$ cat src/sv/spvn_pkg.sv
package spvn_pkg;

    localparam int MAX_CONN  = 32;
    localparam int ADDR_W    = $clog2(MAX_CONN);
    localparam int CNT_W     = $clog2(MAX_CONN + 1);
    localparam int CID_W     = 24;
    localparam int Q_W       = 16;
    localparam int P_W       = Q_W + 1;
    localparam int N_W       = P_W + 2;
    localparam int DIV_STEPS = P_W;
    localparam int DCNT_W    = $clog2(DIV_STEPS + 1);

    localparam logic [Q_W-1:0] THR_RESET = 16'd66;
    localparam logic [P_W-1:0] ONE_Q16   = 17'h10000;
    localparam logic [Q_W-1:0] SAT_Q16   = 16'hFFFF;

    typedef enum logic [2:0] {
        REQ_ADD    = 3'd0,
        REQ_REMOVE = 3'd1,
        REQ_UPDATE = 3'd2,
        REQ_EMIT   = 3'd3,
        REQ_BIAS   = 3'd4
    } t_req;

    typedef enum logic [2:0] {
        ST_OK        = 3'd0,
        ST_NOT_FOUND = 3'd1,
        ST_FULL      = 3'd2,
        ST_ZERO_NORM = 3'd3,
        ST_NO_CONN   = 3'd4
    } t_status;

    typedef enum logic [4:0] {
        S_IDLE, S_ADD, S_RM_RD, S_RM_CHK, S_UP_RD, S_UP_CHK,
        S_EM_START, S_EM_RD, S_EM_DEST, S_PW_RD, S_PW_MUL,
        S_FIN_PT, S_FIN_PF, S_FIN_PU, S_NORM, S_DIV_CHK, S_DIV, S_OUT
    } t_state;

    typedef enum logic [1:0] {WR_NEW, WR_COPY, WR_SURV} t_wr_sel;
    typedef enum logic [2:0] {MUL_NONE, MUL_STEP, MUL_PT, MUL_PF, MUL_PU} t_mul_op;
    typedef enum logic [1:0] {VAL_ZERO, VAL_SURV, VAL_QUOT} t_val_sel;
    typedef enum logic [1:0] {CL_REQ, CL_DEST, CL_ZERO} t_cl_sel;
    typedef enum logic [1:0] {NUM_PF, NUM_PT, NUM_DIFF} t_num_sel;

    typedef struct packed {
        logic [CID_W-1:0] clause;
        logic             neg;
        logic [Q_W-1:0]   survey;
    } t_entry;

    typedef struct packed {
        logic              lat_req;
        logic              rd_en;
        logic [ADDR_W-1:0] rd_addr;
        logic              wr_en;
        logic [ADDR_W-1:0] wr_addr;
        t_wr_sel           wr_sel;
        logic              lat_dest;
        logic              prod_init;
        t_mul_op           mul_op;
        logic              use_excl;
        logic              norm_load;
        logic              div_start;
        t_num_sel          num_sel;
        logic              out_load;
        t_status           out_status;
        t_cl_sel           out_cl;
        t_val_sel          out_val;
        logic              out_changed;
        logic              out_last;
    } t_cmd;

    typedef struct packed {
        logic match;
        logic rd_neg;
        logic big;
        logic norm_zero;
        logic div_done;
        logic out_free;
    } t_stat;

endpackage

$ cat src/sv/spvn_if.sv
interface spvn_req_if;
    import spvn_pkg::*;
    logic             valid;
    logic             ready;
    logic [2:0]       req_type;
    logic [CID_W-1:0] clause_id;
    logic             negative_list;
    logic [Q_W-1:0]   survey_value;

    modport source (output valid, req_type, clause_id, negative_list, survey_value,
                    input ready);
    modport sink (input valid, req_type, clause_id, negative_list, survey_value,
                  output ready);
endinterface

interface spvn_res_if;
    import spvn_pkg::*;
    logic             valid;
    logic             ready;
    logic [2:0]       status;
    logic [CID_W-1:0] target_clause;
    logic             target_negative;
    logic [Q_W-1:0]   result_value;
    logic             changed;
    logic             last;

    modport source (output valid, status, target_clause, target_negative, result_value,
                    changed, last, input ready);
    modport sink (input valid, status, target_clause, target_negative, result_value,
                  changed, last, output ready);
endinterface

$ cat src/sv/survey_propagation_variable_node.sv
// One request is in work at a time, and output backpressure can hold it; the
// next is taken once the last word of the previous one sits in the output register.
// The shared multiplier and the 17-step divider, walked once per destination, set
// the emit time. Reset (synchronous, active low) empties the table, loads threshold 66.
module survey_propagation_variable_node
    import spvn_pkg::*;
(
    input  logic            i_clk,
    input  logic            i_rst_n,
    input  logic            i_cfg_we,
    input  logic [Q_W-1:0]  i_cfg_wdata,
    spvn_req_if.sink        i_req,
    spvn_res_if.source      o_res
);

    // The controller sequences each request over the connection table; the
    // datapath holds the table memory, the product registers, the divider and
    // the output word register.
    t_cmd  cmd;
    t_stat stat;

    spvn_ctrl u_ctrl (
        .i_clk      (i_clk),
        .i_rst_n    (i_rst_n),
        .i_valid    (i_req.valid),
        .i_req_type (i_req.req_type),
        .i_stat     (stat),
        .o_ready    (i_req.ready),
        .o_cmd      (cmd)
    );

    spvn_dp u_dp (
        .i_clk             (i_clk),
        .i_rst_n           (i_rst_n),
        .i_cfg_we          (i_cfg_we),
        .i_cfg_wdata       (i_cfg_wdata),
        .i_clause_id       (i_req.clause_id),
        .i_negative_list   (i_req.negative_list),
        .i_survey_value    (i_req.survey_value),
        .i_cmd             (cmd),
        .i_out_ready       (o_res.ready),
        .o_stat            (stat),
        .o_out_valid       (o_res.valid),
        .o_status          (o_res.status),
        .o_target_clause   (o_res.target_clause),
        .o_target_negative (o_res.target_negative),
        .o_result_value    (o_res.result_value),
        .o_changed         (o_res.changed),
        .o_last            (o_res.last)
    );

endmodule

$ cat src/sv/spvn_ctrl.sv
module spvn_ctrl
    import spvn_pkg::*;
(
    input  logic       i_clk,
    input  logic       i_rst_n,
    input  logic       i_valid,
    input  logic [2:0] i_req_type,
    input  t_stat      i_stat,
    output logic       o_ready,
    output t_cmd       o_cmd
);

    t_state            r_state, n_state, r_ret, n_ret;
    logic [CNT_W-1:0]  r_i, n_i, r_j, n_j, r_w, n_w, r_cnt, n_cnt, r_k, n_k;
    logic              r_pass, n_pass, r_emit, n_emit;
    logic [1:0]        r_removed, n_removed;
    t_status           r_ost, n_ost;
    t_cl_sel           r_ocl, n_ocl;
    t_val_sel          r_oval, n_oval;
    logic              r_ochg, n_ochg, r_olast, n_olast;
    logic              accept;
    logic              emit_last;

    assign accept    = i_valid && (r_state == S_IDLE);
    assign emit_last = ((r_k + 1'b1) == r_cnt);

    always_comb begin
        n_state = r_state; n_ret = r_ret;
        n_i = r_i; n_j = r_j; n_w = r_w; n_cnt = r_cnt; n_k = r_k;
        n_pass = r_pass; n_emit = r_emit; n_removed = r_removed;
        n_ost = r_ost; n_ocl = r_ocl; n_oval = r_oval; n_ochg = r_ochg; n_olast = r_olast;
        case (r_state)
            S_IDLE: begin
                if (accept) begin
                    n_ocl = CL_REQ; n_oval = VAL_ZERO; n_ochg = 1'b0;
                    n_olast = 1'b1; n_ret = S_IDLE; n_ost = ST_OK;
                    n_i = '0; n_j = '0; n_w = '0; n_k = '0; n_removed = '0;
                    n_pass = 1'b0; n_emit = 1'b0;
                    case (i_req_type)
                        REQ_ADD:    n_state = S_ADD;
                        REQ_REMOVE: n_state = S_RM_RD;
                        REQ_UPDATE: n_state = S_UP_RD;
                        REQ_EMIT: begin
                            n_emit  = 1'b1;
                            n_state = S_EM_START;
                        end
                        REQ_BIAS:   n_state = S_PW_RD;
                        default:    n_state = S_OUT;
                    endcase
                end
            end
            S_ADD: begin
                if (r_cnt == CNT_W'(MAX_CONN)) begin
                    n_ost = ST_FULL;
                end else begin
                    n_cnt = r_cnt + 1'b1;
                end
                n_state = S_OUT;
            end
            S_RM_RD: begin
                if (r_i == r_cnt) begin
                    n_cnt   = r_w;
                    n_ost   = (r_removed == 2'd1) ? ST_OK : ST_NOT_FOUND;
                    n_state = S_OUT;
                end else begin
                    n_state = S_RM_CHK;
                end
            end
            S_RM_CHK: begin
                if (i_stat.match) begin
                    if (r_removed != 2'd2) n_removed = r_removed + 1'b1;
                end else begin
                    n_w = r_w + 1'b1;
                end
                n_i     = r_i + 1'b1;
                n_state = S_RM_RD;
            end
            S_UP_RD: begin
                if (r_i == r_cnt) begin
                    n_ost   = ST_NOT_FOUND;
                    n_state = S_OUT;
                end else begin
                    n_state = S_UP_CHK;
                end
            end
            S_UP_CHK: begin
                if (i_stat.match) begin
                    n_oval  = VAL_SURV;
                    n_ochg  = i_stat.big;
                    n_state = S_OUT;
                end else begin
                    n_i     = r_i + 1'b1;
                    n_state = S_UP_RD;
                end
            end
            S_EM_START: begin
                if (r_cnt == '0) begin
                    n_ost   = ST_NO_CONN;
                    n_ocl   = CL_ZERO;
                    n_state = S_OUT;
                end else begin
                    n_state = S_EM_RD;
                end
            end
            S_EM_RD: begin
                if (r_i == r_cnt) begin
                    if (!r_pass) begin
                        n_pass = 1'b1;
                        n_i    = '0;
                    end else begin
                        n_state = S_IDLE;
                    end
                end else begin
                    n_state = S_EM_DEST;
                end
            end
            S_EM_DEST: begin
                if (i_stat.rd_neg != r_pass) begin
                    n_i     = r_i + 1'b1;
                    n_state = S_EM_RD;
                end else begin
                    n_j     = '0;
                    n_state = S_PW_RD;
                end
            end
            S_PW_RD:  n_state = (r_j == r_cnt) ? S_FIN_PT : S_PW_MUL;
            S_PW_MUL: begin
                n_j     = r_j + 1'b1;
                n_state = S_PW_RD;
            end
            S_FIN_PT: n_state = S_FIN_PF;
            S_FIN_PF: n_state = S_FIN_PU;
            S_FIN_PU: n_state = S_NORM;
            S_NORM:   n_state = S_DIV_CHK;
            S_DIV_CHK, S_DIV: begin
                if ((r_state == S_DIV_CHK && i_stat.norm_zero) ||
                    (r_state == S_DIV && i_stat.div_done)) begin
                    n_ost   = (r_state == S_DIV) ? ST_OK : ST_ZERO_NORM;
                    n_oval  = (r_state == S_DIV) ? VAL_QUOT : VAL_ZERO;
                    n_state = S_OUT;
                    if (r_emit) begin
                        n_ocl   = CL_DEST;
                        n_olast = emit_last;
                        n_ret   = emit_last ? S_IDLE : S_EM_RD;
                        n_k     = r_k + 1'b1;
                        n_i     = r_i + 1'b1;
                    end
                end else begin
                    n_state = S_DIV;
                end
            end
            S_OUT: begin
                if (i_stat.out_free) n_state = r_ret;
            end
            default: n_state = S_IDLE;
        endcase
    end

    always_comb begin
        o_cmd             = '0;
        o_cmd.wr_sel      = WR_NEW;
        o_cmd.mul_op      = MUL_NONE;
        o_cmd.num_sel     = r_emit ? (r_pass ? NUM_PT : NUM_PF) : NUM_DIFF;
        o_cmd.out_status  = r_ost;
        o_cmd.out_cl      = r_ocl;
        o_cmd.out_val     = r_oval;
        o_cmd.out_changed = r_ochg;
        o_cmd.out_last    = r_olast;
        o_cmd.use_excl    = r_emit;
        o_ready           = (r_state == S_IDLE);
        case (r_state)
            S_IDLE: begin
                o_cmd.lat_req   = accept;
                o_cmd.prod_init = accept && (i_req_type == REQ_BIAS);
            end
            S_ADD: begin
                o_cmd.wr_en   = (r_cnt != CNT_W'(MAX_CONN));
                o_cmd.wr_addr = r_cnt[ADDR_W-1:0];
                o_cmd.wr_sel  = WR_NEW;
            end
            S_RM_RD, S_UP_RD, S_EM_RD: begin
                o_cmd.rd_en   = (r_i != r_cnt);
                o_cmd.rd_addr = r_i[ADDR_W-1:0];
            end
            S_RM_CHK: begin
                o_cmd.wr_en   = !i_stat.match;
                o_cmd.wr_addr = r_w[ADDR_W-1:0];
                o_cmd.wr_sel  = WR_COPY;
            end
            S_UP_CHK: begin
                o_cmd.wr_en   = i_stat.match && i_stat.big;
                o_cmd.wr_addr = r_i[ADDR_W-1:0];
                o_cmd.wr_sel  = WR_SURV;
            end
            S_EM_DEST: begin
                o_cmd.lat_dest  = (i_stat.rd_neg == r_pass);
                o_cmd.prod_init = (i_stat.rd_neg == r_pass);
            end
            S_PW_RD: begin
                o_cmd.rd_en   = (r_j != r_cnt);
                o_cmd.rd_addr = r_j[ADDR_W-1:0];
            end
            S_PW_MUL:  o_cmd.mul_op    = MUL_STEP;
            S_FIN_PT:  o_cmd.mul_op    = MUL_PT;
            S_FIN_PF:  o_cmd.mul_op    = MUL_PF;
            S_FIN_PU:  o_cmd.mul_op    = MUL_PU;
            S_NORM:    o_cmd.norm_load = 1'b1;
            S_DIV_CHK: o_cmd.div_start = !i_stat.norm_zero;
            S_OUT:     o_cmd.out_load  = i_stat.out_free;
            default: ;
        endcase
    end

    always_ff @(posedge i_clk) begin
        if (!i_rst_n) begin
            r_state <= S_IDLE;
            r_ret   <= S_IDLE;
            r_cnt   <= '0;
        end else begin
            r_state <= n_state;
            r_ret   <= n_ret;
            r_cnt   <= n_cnt;
        end
        r_i <= n_i; r_j <= n_j; r_w <= n_w; r_k <= n_k;
        r_pass <= n_pass; r_emit <= n_emit; r_removed <= n_removed;
        r_ost <= n_ost; r_ocl <= n_ocl; r_oval <= n_oval;
        r_ochg <= n_ochg; r_olast <= n_olast;
    end

endmodule

$ cat src/sv/spvn_dp.sv
module spvn_dp
    import spvn_pkg::*;
(
    input  logic             i_clk,
    input  logic             i_rst_n,
    input  logic             i_cfg_we,
    input  logic [Q_W-1:0]   i_cfg_wdata,
    input  logic [CID_W-1:0] i_clause_id,
    input  logic             i_negative_list,
    input  logic [Q_W-1:0]   i_survey_value,
    input  t_cmd             i_cmd,
    input  logic             i_out_ready,
    output t_stat            o_stat,
    output logic             o_out_valid,
    output logic [2:0]       o_status,
    output logic [CID_W-1:0] o_target_clause,
    output logic             o_target_negative,
    output logic [Q_W-1:0]   o_result_value,
    output logic             o_changed,
    output logic             o_last
);

    t_entry             mem [MAX_CONN];
    t_entry             r_rd, r_dest, wdata;
    logic [CID_W-1:0]   r_cid;
    logic               r_neg;
    logic [Q_W-1:0]     r_sv, r_thr, diff, quot;
    logic [P_W-1:0]     r_pp, r_pn, r_pt, r_pf, r_pu, mul_a, mul_b, mul_res, num;
    logic [2*P_W-1:0]   product;
    logic [N_W-1:0]     r_norm, r_rem;
    logic [N_W:0]       shifted;
    logic [P_W-1:0]     r_q;
    logic [DCNT_W-1:0]  r_dv_cnt;
    logic               r_dv_first, excluded, r_ovalid;

    assign diff = (r_rd.survey > r_sv) ? (r_rd.survey - r_sv) : (r_sv - r_rd.survey);

    always_comb begin
        wdata = r_rd;
        case (i_cmd.wr_sel)
            WR_NEW:  wdata = '{clause: r_cid, neg: r_neg, survey: '0};
            WR_COPY: wdata = r_rd;
            WR_SURV: wdata = '{clause: r_rd.clause, neg: r_rd.neg, survey: r_sv};
            default: wdata = r_rd;
        endcase
    end

    always_ff @(posedge i_clk) begin
        if (i_cmd.wr_en) mem[i_cmd.wr_addr] <= wdata;
        if (i_cmd.rd_en) r_rd <= mem[i_cmd.rd_addr];
    end

    // Shared 17x17 multiplier; each product is truncated back to Q1.16.
    always_comb begin
        mul_a = r_pp;
        mul_b = ONE_Q16 - P_W'(r_rd.survey);
        case (i_cmd.mul_op)
            MUL_STEP: mul_a = r_rd.neg ? r_pn : r_pp;
            MUL_PT: begin
                mul_a = r_pn;
                mul_b = ONE_Q16 - r_pp;
            end
            MUL_PF: begin
                mul_a = r_pp;
                mul_b = ONE_Q16 - r_pn;
            end
            MUL_PU: begin
                mul_a = r_pn;
                mul_b = r_pp;
            end
            default: ;
        endcase
    end

    assign product  = mul_a * mul_b;
    assign mul_res  = product[P_W+Q_W-1:Q_W];
    assign excluded = i_cmd.use_excl && (r_rd.clause == r_dest.clause);

    always_comb begin
        case (i_cmd.num_sel)
            NUM_PF:  num = r_pf;
            NUM_PT:  num = r_pt;
            NUM_DIFF: num = (r_pt > r_pf) ? (r_pt - r_pf) : (r_pf - r_pt);
            default: num = r_pf;
        endcase
    end

    assign shifted = r_dv_first ? {1'b0, r_rem} : {r_rem, 1'b0};
    assign quot    = r_q[P_W-1] ? SAT_Q16 : r_q[Q_W-1:0];

    always_ff @(posedge i_clk) begin
        if (i_cmd.lat_req) begin
            r_cid <= i_clause_id;
            r_neg <= i_negative_list;
            r_sv  <= i_survey_value;
        end
        if (i_cmd.lat_dest) r_dest <= r_rd;
        if (i_cmd.prod_init) begin
            r_pp <= ONE_Q16;
            r_pn <= ONE_Q16;
        end
        case (i_cmd.mul_op)
            MUL_STEP: begin
                if (!excluded) begin
                    if (r_rd.neg) r_pn <= mul_res;
                    else          r_pp <= mul_res;
                end
            end
            MUL_PT:  r_pt <= mul_res;
            MUL_PF:  r_pf <= mul_res;
            MUL_PU:  r_pu <= mul_res;
            default: ;
        endcase
        if (i_cmd.norm_load) r_norm <= N_W'(r_pt) + N_W'(r_pf) + N_W'(r_pu);
        if (i_cmd.div_start) begin
            r_rem      <= N_W'(num);
            r_q        <= '0;
            r_dv_first <= 1'b1;
        end else if (r_dv_cnt != '0) begin
            r_dv_first <= 1'b0;
            if (shifted >= {1'b0, r_norm}) begin
                r_rem <= N_W'(shifted - {1'b0, r_norm});
                r_q   <= {r_q[P_W-2:0], 1'b1};
            end else begin
                r_rem <= N_W'(shifted);
                r_q   <= {r_q[P_W-2:0], 1'b0};
            end
        end
        if (i_cmd.out_load) begin
            o_status          <= i_cmd.out_status;
            o_changed         <= i_cmd.out_changed;
            o_last            <= i_cmd.out_last;
            case (i_cmd.out_cl)
                CL_REQ: begin
                    o_target_clause   <= r_cid;
                    o_target_negative <= r_neg;
                end
                CL_DEST: begin
                    o_target_clause   <= r_dest.clause;
                    o_target_negative <= r_dest.neg;
                end
                default: begin
                    o_target_clause   <= '0;
                    o_target_negative <= 1'b0;
                end
            endcase
            case (i_cmd.out_val)
                VAL_SURV: o_result_value <= i_cmd.out_changed ? r_sv : r_rd.survey;
                VAL_QUOT: o_result_value <= quot;
                default:  o_result_value <= '0;
            endcase
        end
    end

    always_ff @(posedge i_clk) begin
        if (!i_rst_n) begin
            r_thr    <= THR_RESET;
            r_dv_cnt <= '0;
            r_ovalid <= 1'b0;
        end else begin
            if (i_cfg_we) r_thr <= i_cfg_wdata;
            if (i_cmd.div_start)     r_dv_cnt <= DCNT_W'(DIV_STEPS);
            else if (r_dv_cnt != '0) r_dv_cnt <= r_dv_cnt - 1'b1;
            if (i_cmd.out_load)      r_ovalid <= 1'b1;
            else if (i_out_ready)    r_ovalid <= 1'b0;
        end
    end

    assign o_out_valid      = r_ovalid;
    assign o_stat.match     = (r_rd.clause == r_cid) && (r_rd.neg == r_neg);
    assign o_stat.rd_neg    = r_rd.neg;
    assign o_stat.big       = (diff > r_thr);
    assign o_stat.norm_zero = (r_norm == '0);
    assign o_stat.div_done  = (r_dv_cnt == '0);
    assign o_stat.out_free  = !r_ovalid || i_out_ready;

endmodule

$ cat src/flat_wrapper.sv
// flat-port wrapper written by rule: the top's interface ports become plain ports
module survey_propagation_variable_node_flat import spvn_pkg::*;
  (i_clk, i_rst_n, i_cfg_we, i_cfg_wdata, i_req_valid, i_req_req_type, i_req_clause_id, i_req_negative_list, i_req_survey_value, i_req_ready, o_res_valid, o_res_status, o_res_target_clause, o_res_target_negative, o_res_result_value, o_res_changed, o_res_last, o_res_ready);
  spvn_req_if i_req_i ();
  spvn_res_if o_res_i ();
  input  logic i_clk;
  input  logic i_rst_n;
  input  logic i_cfg_we;
  input  logic [Q_W-1:0] i_cfg_wdata;
  input wire logic [$bits(i_req_i.valid)-1:0] i_req_valid;
  input wire logic [$bits(i_req_i.req_type)-1:0] i_req_req_type;
  input wire logic [$bits(i_req_i.clause_id)-1:0] i_req_clause_id;
  input wire logic [$bits(i_req_i.negative_list)-1:0] i_req_negative_list;
  input wire logic [$bits(i_req_i.survey_value)-1:0] i_req_survey_value;
  output wire logic [$bits(i_req_i.ready)-1:0] i_req_ready;
  output wire logic [$bits(o_res_i.valid)-1:0] o_res_valid;
  output wire logic [$bits(o_res_i.status)-1:0] o_res_status;
  output wire logic [$bits(o_res_i.target_clause)-1:0] o_res_target_clause;
  output wire logic [$bits(o_res_i.target_negative)-1:0] o_res_target_negative;
  output wire logic [$bits(o_res_i.result_value)-1:0] o_res_result_value;
  output wire logic [$bits(o_res_i.changed)-1:0] o_res_changed;
  output wire logic [$bits(o_res_i.last)-1:0] o_res_last;
  input wire logic [$bits(o_res_i.ready)-1:0] o_res_ready;
  assign i_req_i.valid = i_req_valid;
  assign i_req_i.req_type = i_req_req_type;
  assign i_req_i.clause_id = i_req_clause_id;
  assign i_req_i.negative_list = i_req_negative_list;
  assign i_req_i.survey_value = i_req_survey_value;
  assign i_req_ready = i_req_i.ready;
  assign o_res_valid = o_res_i.valid;
  assign o_res_status = o_res_i.status;
  assign o_res_target_clause = o_res_i.target_clause;
  assign o_res_target_negative = o_res_i.target_negative;
  assign o_res_result_value = o_res_i.result_value;
  assign o_res_changed = o_res_i.changed;
  assign o_res_last = o_res_i.last;
  assign o_res_i.ready = o_res_ready;
  survey_propagation_variable_node u_core (.i_clk(i_clk), .i_rst_n(i_rst_n), .i_cfg_we(i_cfg_we), .i_cfg_wdata(i_cfg_wdata), .i_req(i_req_i), .o_res(o_res_i));
endmodule
$ cat config.mk
export PLATFORM = sky130hd
export DESIGN_NAME = survey_propagation_variable_node_flat
export DESIGN_NICKNAME = d
export VERILOG_FILES = /design/src/sv/spvn_pkg.sv /design/src/sv/spvn_if.sv /design/src/sv/survey_propagation_variable_node.sv /design/src/sv/spvn_ctrl.sv /design/src/sv/spvn_dp.sv /design/src/flat_wrapper.sv
export SDC_FILE = /design/constraint.sdc
export NUM_CORES = 2
export LEC_CHECK = 0
export BUFFER_PORTS_ARGS = -buffer_cell sky130_fd_sc_hd__buf_2
export CORE_UTILIZATION = 37
export DETAILED_ROUTE_END_ITERATION = 16
export PLACE_DENSITY = 0.51
export SYNTH_ARGS = -nofsm -noshare
export SYNTH_HDL_FRONTEND = slang
export SYNTH_SLANG_ARGS = --single-unit
$ cat constraint.sdc
create_clock -name i_clk -period 10 [get_ports i_clk]
set_clock_uncertainty 0.15 [all_clocks]
set_input_delay 1 -clock i_clk [delete_from_list [all_inputs] [get_ports i_clk]]
set_output_delay 1 -clock i_clk [all_outputs]
set_load 0.01 [all_outputs]
Yosys cells after proc, flatten, opt, wreduce, memory -nomap -nowiden
Memories as Yosys holds them, arrays and structs flattened. A register that Yosys moved wholly into a read port is not among the register bits.
Index checks and enable logic that the tools add are counted.
{"block": "word_totals", "n_memories": 1, "inputBits": 65, "ff_bits": 328, "ramBits": 1312, "out_inout_bits": 48, "word_cells": 286}
{"memory": "u_core.u_dp.mem", "words": 32, "width": 41, "rd": 1, "rd_clocked_by_memory_dff": 1, "write_ports": 1, "line_no": "spvn_dp.sv:23", "source": "t_entry mem [MAX_CONN];"}
{"block": "classes", "addsub": 17, "magnitude_cmp": 4, "n_mux": 109, "reduce_logical": 49, "mul": 1, "n_eq_ne": 64, "bitwise_logic": 1}
{"op": "2-to-1 mux 17 bit", "count": 12}
{"op": "one-hot mux 5 bit (17 select lines)", "count": 1}
{"op": "one-hot mux 41 bit (2 select lines)", "count": 1}
{"op": "2-to-1 mux 6 bit", "count": 13}
{"op": "one-hot mux 17 bit (2 select lines)", "count": 2}
{"op": "2-to-1 mux 5 bit", "count": 13}
{"op": "one-hot mux 17 bit (3 select lines)", "count": 1}
{"op": "== test 24 bit", "count": 2}
{"op": "2-to-1 mux 16 bit", "count": 3}
{"op": "one-hot mux 24 bit (2 select lines)", "count": 1}
{"op": "one-hot mux 6 bit (2 select lines)", "count": 4}
{"op": "== test 5 x 4 -> 1 bit, second input constant", "count": 8}
{"op": "!= test 2 bit, second input constant", "count": 18}
{"op": "one-hot mux 6 bit (6 select lines)", "count": 1}
{"op": "subtractor 17 bit", "count": 2}
{"op": "subtractor 17 bit, first input constant", "count": 2}
{"op": "multiplier 17 x 17 -> 33 bit", "count": 1}
{"op": "> comparator 16 bit", "count": 2}
{"op": "one-hot mux 16 bit (2 select lines)", "count": 1}
{"op": "subtractor 16 bit", "count": 2}
{"op": "adder 6 x 1 -> 6 bit, second input constant", "count": 5}
{"op": "one-hot mux 5 bit (5 select lines)", "count": 1}
{"op": "one-hot mux 8 bit (3 select lines)", "count": 1}
{"op": "2-to-1 mux 2 bit", "count": 11}
{"op": "other kinds (58)", "count": 137}

Longest topological paths before layout
{"block": "logic_depth", "ltp_word": 9, "ltp_mapped": 38, "ltp_nobuf": 34}

By module
From an unflattened synthesis, not the netlist that was laid out.
{"block": "hier_totals", "hier_cells": 5344, "hier_area_um2": 82090.0}
{"mod": "spvn_dp", "seq_area_each_um2": 48126.2, "cells_each": 4936, "area_per_inst_um2": 78501.5, "instances": 1}
{"mod": "spvn_ctrl", "seq_area_each_um2": 1351.3, "cells_each": 408, "area_per_inst_um2": 3588.4, "instances": 1}

Least setup slack after synthesis
No wires, ideal clock.
{"block": "synth_path", "path_type": "reg-to-reg", "from": "register u_core.u_ctrl.r_state[0]", "to": "register u_core.u_dp.r_pn[16]", "n_path_buf": 3, "synth_period_minus_slack_ns": 8.412, "required_ns": 9.729, "setup_ns": 0.121, "path_stages_with_launch": 37, "arrival_time_ns": 8.141, "path_slack_ns": 1.588, "cell_sequence": "dfxtp_1 -> buf_2 -> nor3b_1 -> o21ai_2 -> buf_2 -> and2_1 -> or3_1 -> ha_1 -> and3_1 -> nand2_1 -> nor2b_1 -> xor2_1 -> o21ai_1 -> clkbuf_1 -> nand2_1 -> fa_1 -> inv_1 -> fa_1 -> inv_1 -> fa_1 -> inv_1 -> fa_1 -> fa_1 -> inv_1 -> fa_1 -> inv_1 -> ha_1 -> a21oi_1 -> nor2b_1 -> nor4_1 -> and2_1 -> a2111oi_0 -> nor2_1 -> o211ai_1 -> a31o_2 -> xnor2_1 -> mux2_2"}
{"block": "synth_between", "elab_chain_cells": 9, "word_cells_on_any_way": 22, "cone_classes": "mul (1); eq/ne (9); mux (8); reduce/logical (4)"}
{"element": "start: declaration", "line_no": "spvn_ctrl.sv:13", "source": "t_state r_state, n_state, r_ret, n_ret;"}
{"element": "start signal: assignment", "line_no": "spvn_ctrl.sv:220", "source": "r_state <= n_state;"}
{"element": "== test 5 x 4 -> 1 bit", "line_no": "spvn_ctrl.sv:171", "source": "case (r_state)"}
{"element": "one-hot mux 3 bit (4 select lines) *", "line_no": "spvn_ctrl.sv:171"}
{"element": "== test 3 bit or == test 3 x 2 -> 1 bit (tied branches)", "line_no": "spvn_dp.sv:57", "source": "case (i_cmd.mul_op)"}
{"element": "OR reduction 2 bit (no source line)"}
{"element": "one-hot mux 17 bit (2 select lines)", "line_no": "spvn_dp.sv:57"}
{"element": "multiplier 17 x 17 -> 33 bit *", "line_no": "spvn_dp.sv:75", "source": "assign product = mul_a * mul_b;"}
{"element": "named net u_core.u_dp.product[32]", "line_no": "spvn_dp.sv:29", "source": "logic [2*P_W-1:0] product;"}
{"element": "2-to-1 mux 17 bit *", "line_no": "spvn_dp.sv:105", "source": "if (r_rd.neg) r_pn <= mul_res;"}
{"element": "2-to-1 mux 17 bit *", "line_no": "spvn_dp.sv:104", "source": "if (!excluded) begin"}
{"element": "2-to-1 mux 17 bit *", "line_no": "spvn_dp.sv:102", "source": "case (i_cmd.mul_op)"}
{"element": "end signal: assignment", "line_no": "spvn_dp.sv:105"}
{"element": "end: declaration", "line_no": "spvn_dp.sv:28", "source": "logic [P_W-1:0] r_pp, r_pn, r_pt, r_pf, r_pu, mul_a, mul_b, mul_res, num;"}
Mark *: on every way through the listed nets, which the timed path passes. The rest lies on a longest branch.
A chain may end at the register's enable or synchronous reset.

Worst setup path after layout
{"block": "layout_path", "from": "register u_core.u_ctrl.r_state[2]", "to": "register u_core.u_dp.r_pp[16]"}
{"block": "layout_between", "elab_chain_cells": 9, "word_cells_on_any_way": 22, "cone_classes": "mul (1); eq/ne (9); mux (8); reduce/logical (4)"}
{"element": "== test 5 x 4 -> 1 bit", "line_no": "spvn_ctrl.sv:171"}
{"element": "one-hot mux 3 bit (4 select lines) *", "line_no": "spvn_ctrl.sv:171"}
{"element": "== test 3 bit or == test 3 x 2 -> 1 bit (tied branches)", "line_no": "spvn_dp.sv:57"}
{"element": "OR reduction 2 bit (no source line)"}
{"element": "one-hot mux 17 bit (2 select lines)", "line_no": "spvn_dp.sv:57"}
{"element": "multiplier 17 x 17 -> 33 bit *", "line_no": "spvn_dp.sv:75"}
{"element": "named net u_core.u_dp.product[32]", "line_no": "spvn_dp.sv:29"}
{"element": "2-to-1 mux 17 bit *", "line_no": "spvn_dp.sv:105"}
{"element": "2-to-1 mux 17 bit *", "line_no": "spvn_dp.sv:104"}
{"element": "2-to-1 mux 17 bit *", "line_no": "spvn_dp.sv:102"}
{"element": "end signal: assignment", "line_no": "spvn_dp.sv:106", "source": "else r_pp <= mul_res;"}
{"element": "end: declaration", "line_no": "spvn_dp.sv:28"}
Marks and branches as above.

==> run metrics <==
most common cell type on the critical path=fa_1; clock buffer count from CTS=176; GRT Overall Usage=22.5%; post-synthesis cell area=83500 µm²; routed len/inst=25.8 µm; initial core utilization=37.2%; syn_area_per_cell=12.1 µm²; CP required=10.53 ns; grt ovf=0; number of max-cap violations=0; Placement Setup Slack=0.589 ns; total negative slack=0 ns; synthesized net count=7426; async set-or-reset flop fraction in the synthesized netlist=0%; slew margin rel.=15.1%; endpoint kind of the worst setup timing path=register; clk_lat worst skew=0.84 ns; most frequent cell after synthesis=edfxtp_1; vias in the first global route=54200; post-synthesis sequential area ratio=59.2%; Final WS setup=0.448 ns; clock root cell=clkbuf_16; CTS tree=done; Post-CTS Hold Fix Bufs=0; Fin. Hold Viols=0; GP Congestion=0.906; RSZ-0062 raised after global routing=false; Ys Warns=0; layout cells sized above 1=9.53%; Reg clk slew, reported paths=0.06 ns; Slowest-stage cell, CP=fa_1; post-synthesis instance total=6887; EDFF count, synth=1589; Power Density=236 nW/µm²; Crit Path Class=reg2reg; Worst path max stage delay=0.54 ns; Rows=174; DRC viols=0; Port Buf Inserts=112; Compound-Gate Fraction of Synth Area=12.0%; CP max FO=19; first-pass iteration count of the detailed router=6; vias per inst=5.45; flop2flop setup slack=0.45 ns; Period minus WS final=9.55 ns; Final Cycle Share=95.5%; htree depth=4; Setup Viol. Count Final=0; Post-DRT Antenna Nets=0; Synth area leader=edfxtp_1; Top FF cell, synth=edfxtp_1; clock sink count=1677; # IOs=113; top post-synthesis cells by area=edfxtp_1 57%, fa_1 5.8%, nand2_1 4.8%; Worst Path Arrival=10.08 ns; Die Wd=477 µm; Final Net Count=7466; postcts setup bufs=0; final wirelength=260000 µm; Vias=54800; initial DRC count=4550; Hold WC Path Type=in2reg; core area=224000 µm²; Synth Area in XOR/XNOR=1.90%; commonest cells in the netlist=1589 x edfxtp_1, 1078 x nand2_1, 472 x a211oi_1; Post-Synth Simple-Gate Area=11.0%; Power, Total=22.1 mW; Slew Viols, Final=0; P_leak=34.1 nW; #FFs+latches synth=1677; top cell type's share of synthesized area=57.1%; worst-margin pin slew=1.27 ns; first-pass GRT wire length=378000 µm; Die Y=477 µm; area growth from synthesis to layout=12.1%; largest family of logic cells by synthesized area=compound AO/OA/AOI/OAI gates; maximum buffer depth of the clock tree=3; Max IR drop VDD=0.000166 V; CP startpoint kind=register; outcome=finished, final reports clean; initial antenna violation count=4; Post-CTS Resized=0; Netlist cell types=79; Synth Area in Adders=9.31%; fmax=105 MHz; largest net degree at the start of global routing=169; DIE AREA=228000 µm²; Post-DP HPWL=160000 µm; mux cell area share after synthesis=2.52%
==> kinds of logic after synthesis <==
| kind of cell | after synthesis |
|---|---|
| AND/OR/NAND/NOR | 2015 |
| flip-flops | 1677 |
| AO/OA/AOI/OAI | 1466 |
| buffers and inverters | 873 |
| adder cells (fa/ha/maj) | 475 |
| multiplexers | 201 |
| XOR/XNOR | 180 |
==> critical path: cells and delay by family (launching register included) <==
| kind | cells | cell delay [ns] |
|---|---|---|
| adders and majority gates | 8 | 3.67 |
| and+or+nand+nor | 12 | 2.48 |
| AOI/OAI and AO/OA | 4 | 1.30 |
| buffers and inverters | 7 | 0.67 |
| xor gates and xnor gates | 2 | 0.40 |
| DFF | 1 | 0.39 |
| muxes | 1 | 0.30 |
==> power by group <==
part           switching [mW]  total [mW]  internal [mW]
Sequential              0.476        9.12           8.64
Clock                    2.86        6.48           3.62
Combinational            4.35        6.47           2.12
Total                    7.69        22.1           14.4
==> flip-flops by register name (all words and copies together), names as in the netlist, 19 cells and up <==
signal / flops
u_core.u_dp.r_norm: 19
u_core.u_dp.r_rem: 19
u_core.u_dp.r_dest: 25
u_core.u_dp.r_rd: 40
u_core.u_dp.mem: 1312
u_core.u_dp.o_target_clause: 24
u_core.u_dp.r_cid: 24
==> cell type report <==
cell class | count | area, µm²
antenna | 2 | 5.00
inverter | 454 | 1700
tap | 2992 | 3740
multi-input combinational | 4337 | 31100
sequential | 1677 | 49500
fill | 21000 | 131000
clock buffer | 239 | 4680
clock inverter | 87 | 928
timing repair buffer | 281 | 2020
==> worst paths after layout <==
path	start	end	depth (start not counted)
max	u_core.u_ctrl.r_state[2]	u_core.u_dp.r_pp[16]	34
min	i_req_clause_id[21]	u_core.u_dp.r_cid[21]	1
max reg2reg	u_core.u_ctrl.r_state[2]	u_core.u_dp.r_pp[16]	34
min reg2reg	u_core.u_ctrl.r_ost[1]	u_core.u_dp.o_status[1]	0
==> metrics by stage <==
step | instance area [µm²] | instances | util, % | hold WS [ns]
2_1_floorplan | 83500 | 6887 | - | 0.250
3_3_place_gp | 88000 | 9741 | 39.2 | 0.254
3_5_place_dp | 88000 | 9741 | 39.2 | 0.277
4_1_cts | 93600 | 10100 | 41.7 | 0.113
5_1_grt | 93600 | 10100 | 41.7 | 0.131
6_report | 93600 | 10100 | 41.7 | 0.179
==> layer usage <==
| metal | global-route usage [%] | vias to the layer above | share of wire [%] |
|---|---|---|---|
| met2 | 38.5 | 1368 | 50 |
| met4 | 6.72 | 2 | 2.9 |
| li1 | - | 25100 | - |
| met3 | 2.89 | 354 | 4.4 |
| met5 | 0 | - | 0.0050 |
| met1 | 29.5 | 28000 | 43 |
==> layout by cell type (no fill, tap or decap), types with 127 or more instances in the layout <==
cell type / count
edfxtp_1: 1589
nand2_1: 1078
a211oi_1: 472
inv_1: 452
and2_1: 376
a21oi_1: 287
nor2_1: 265
fa_1: 244
ha_1: 230
clkbuf_16: 177
a31oi_1: 175
a311oi_1: 168
buf_4: 154
mux2i_1: 127
Note: power is estimated with default switching activity, not from simulation.
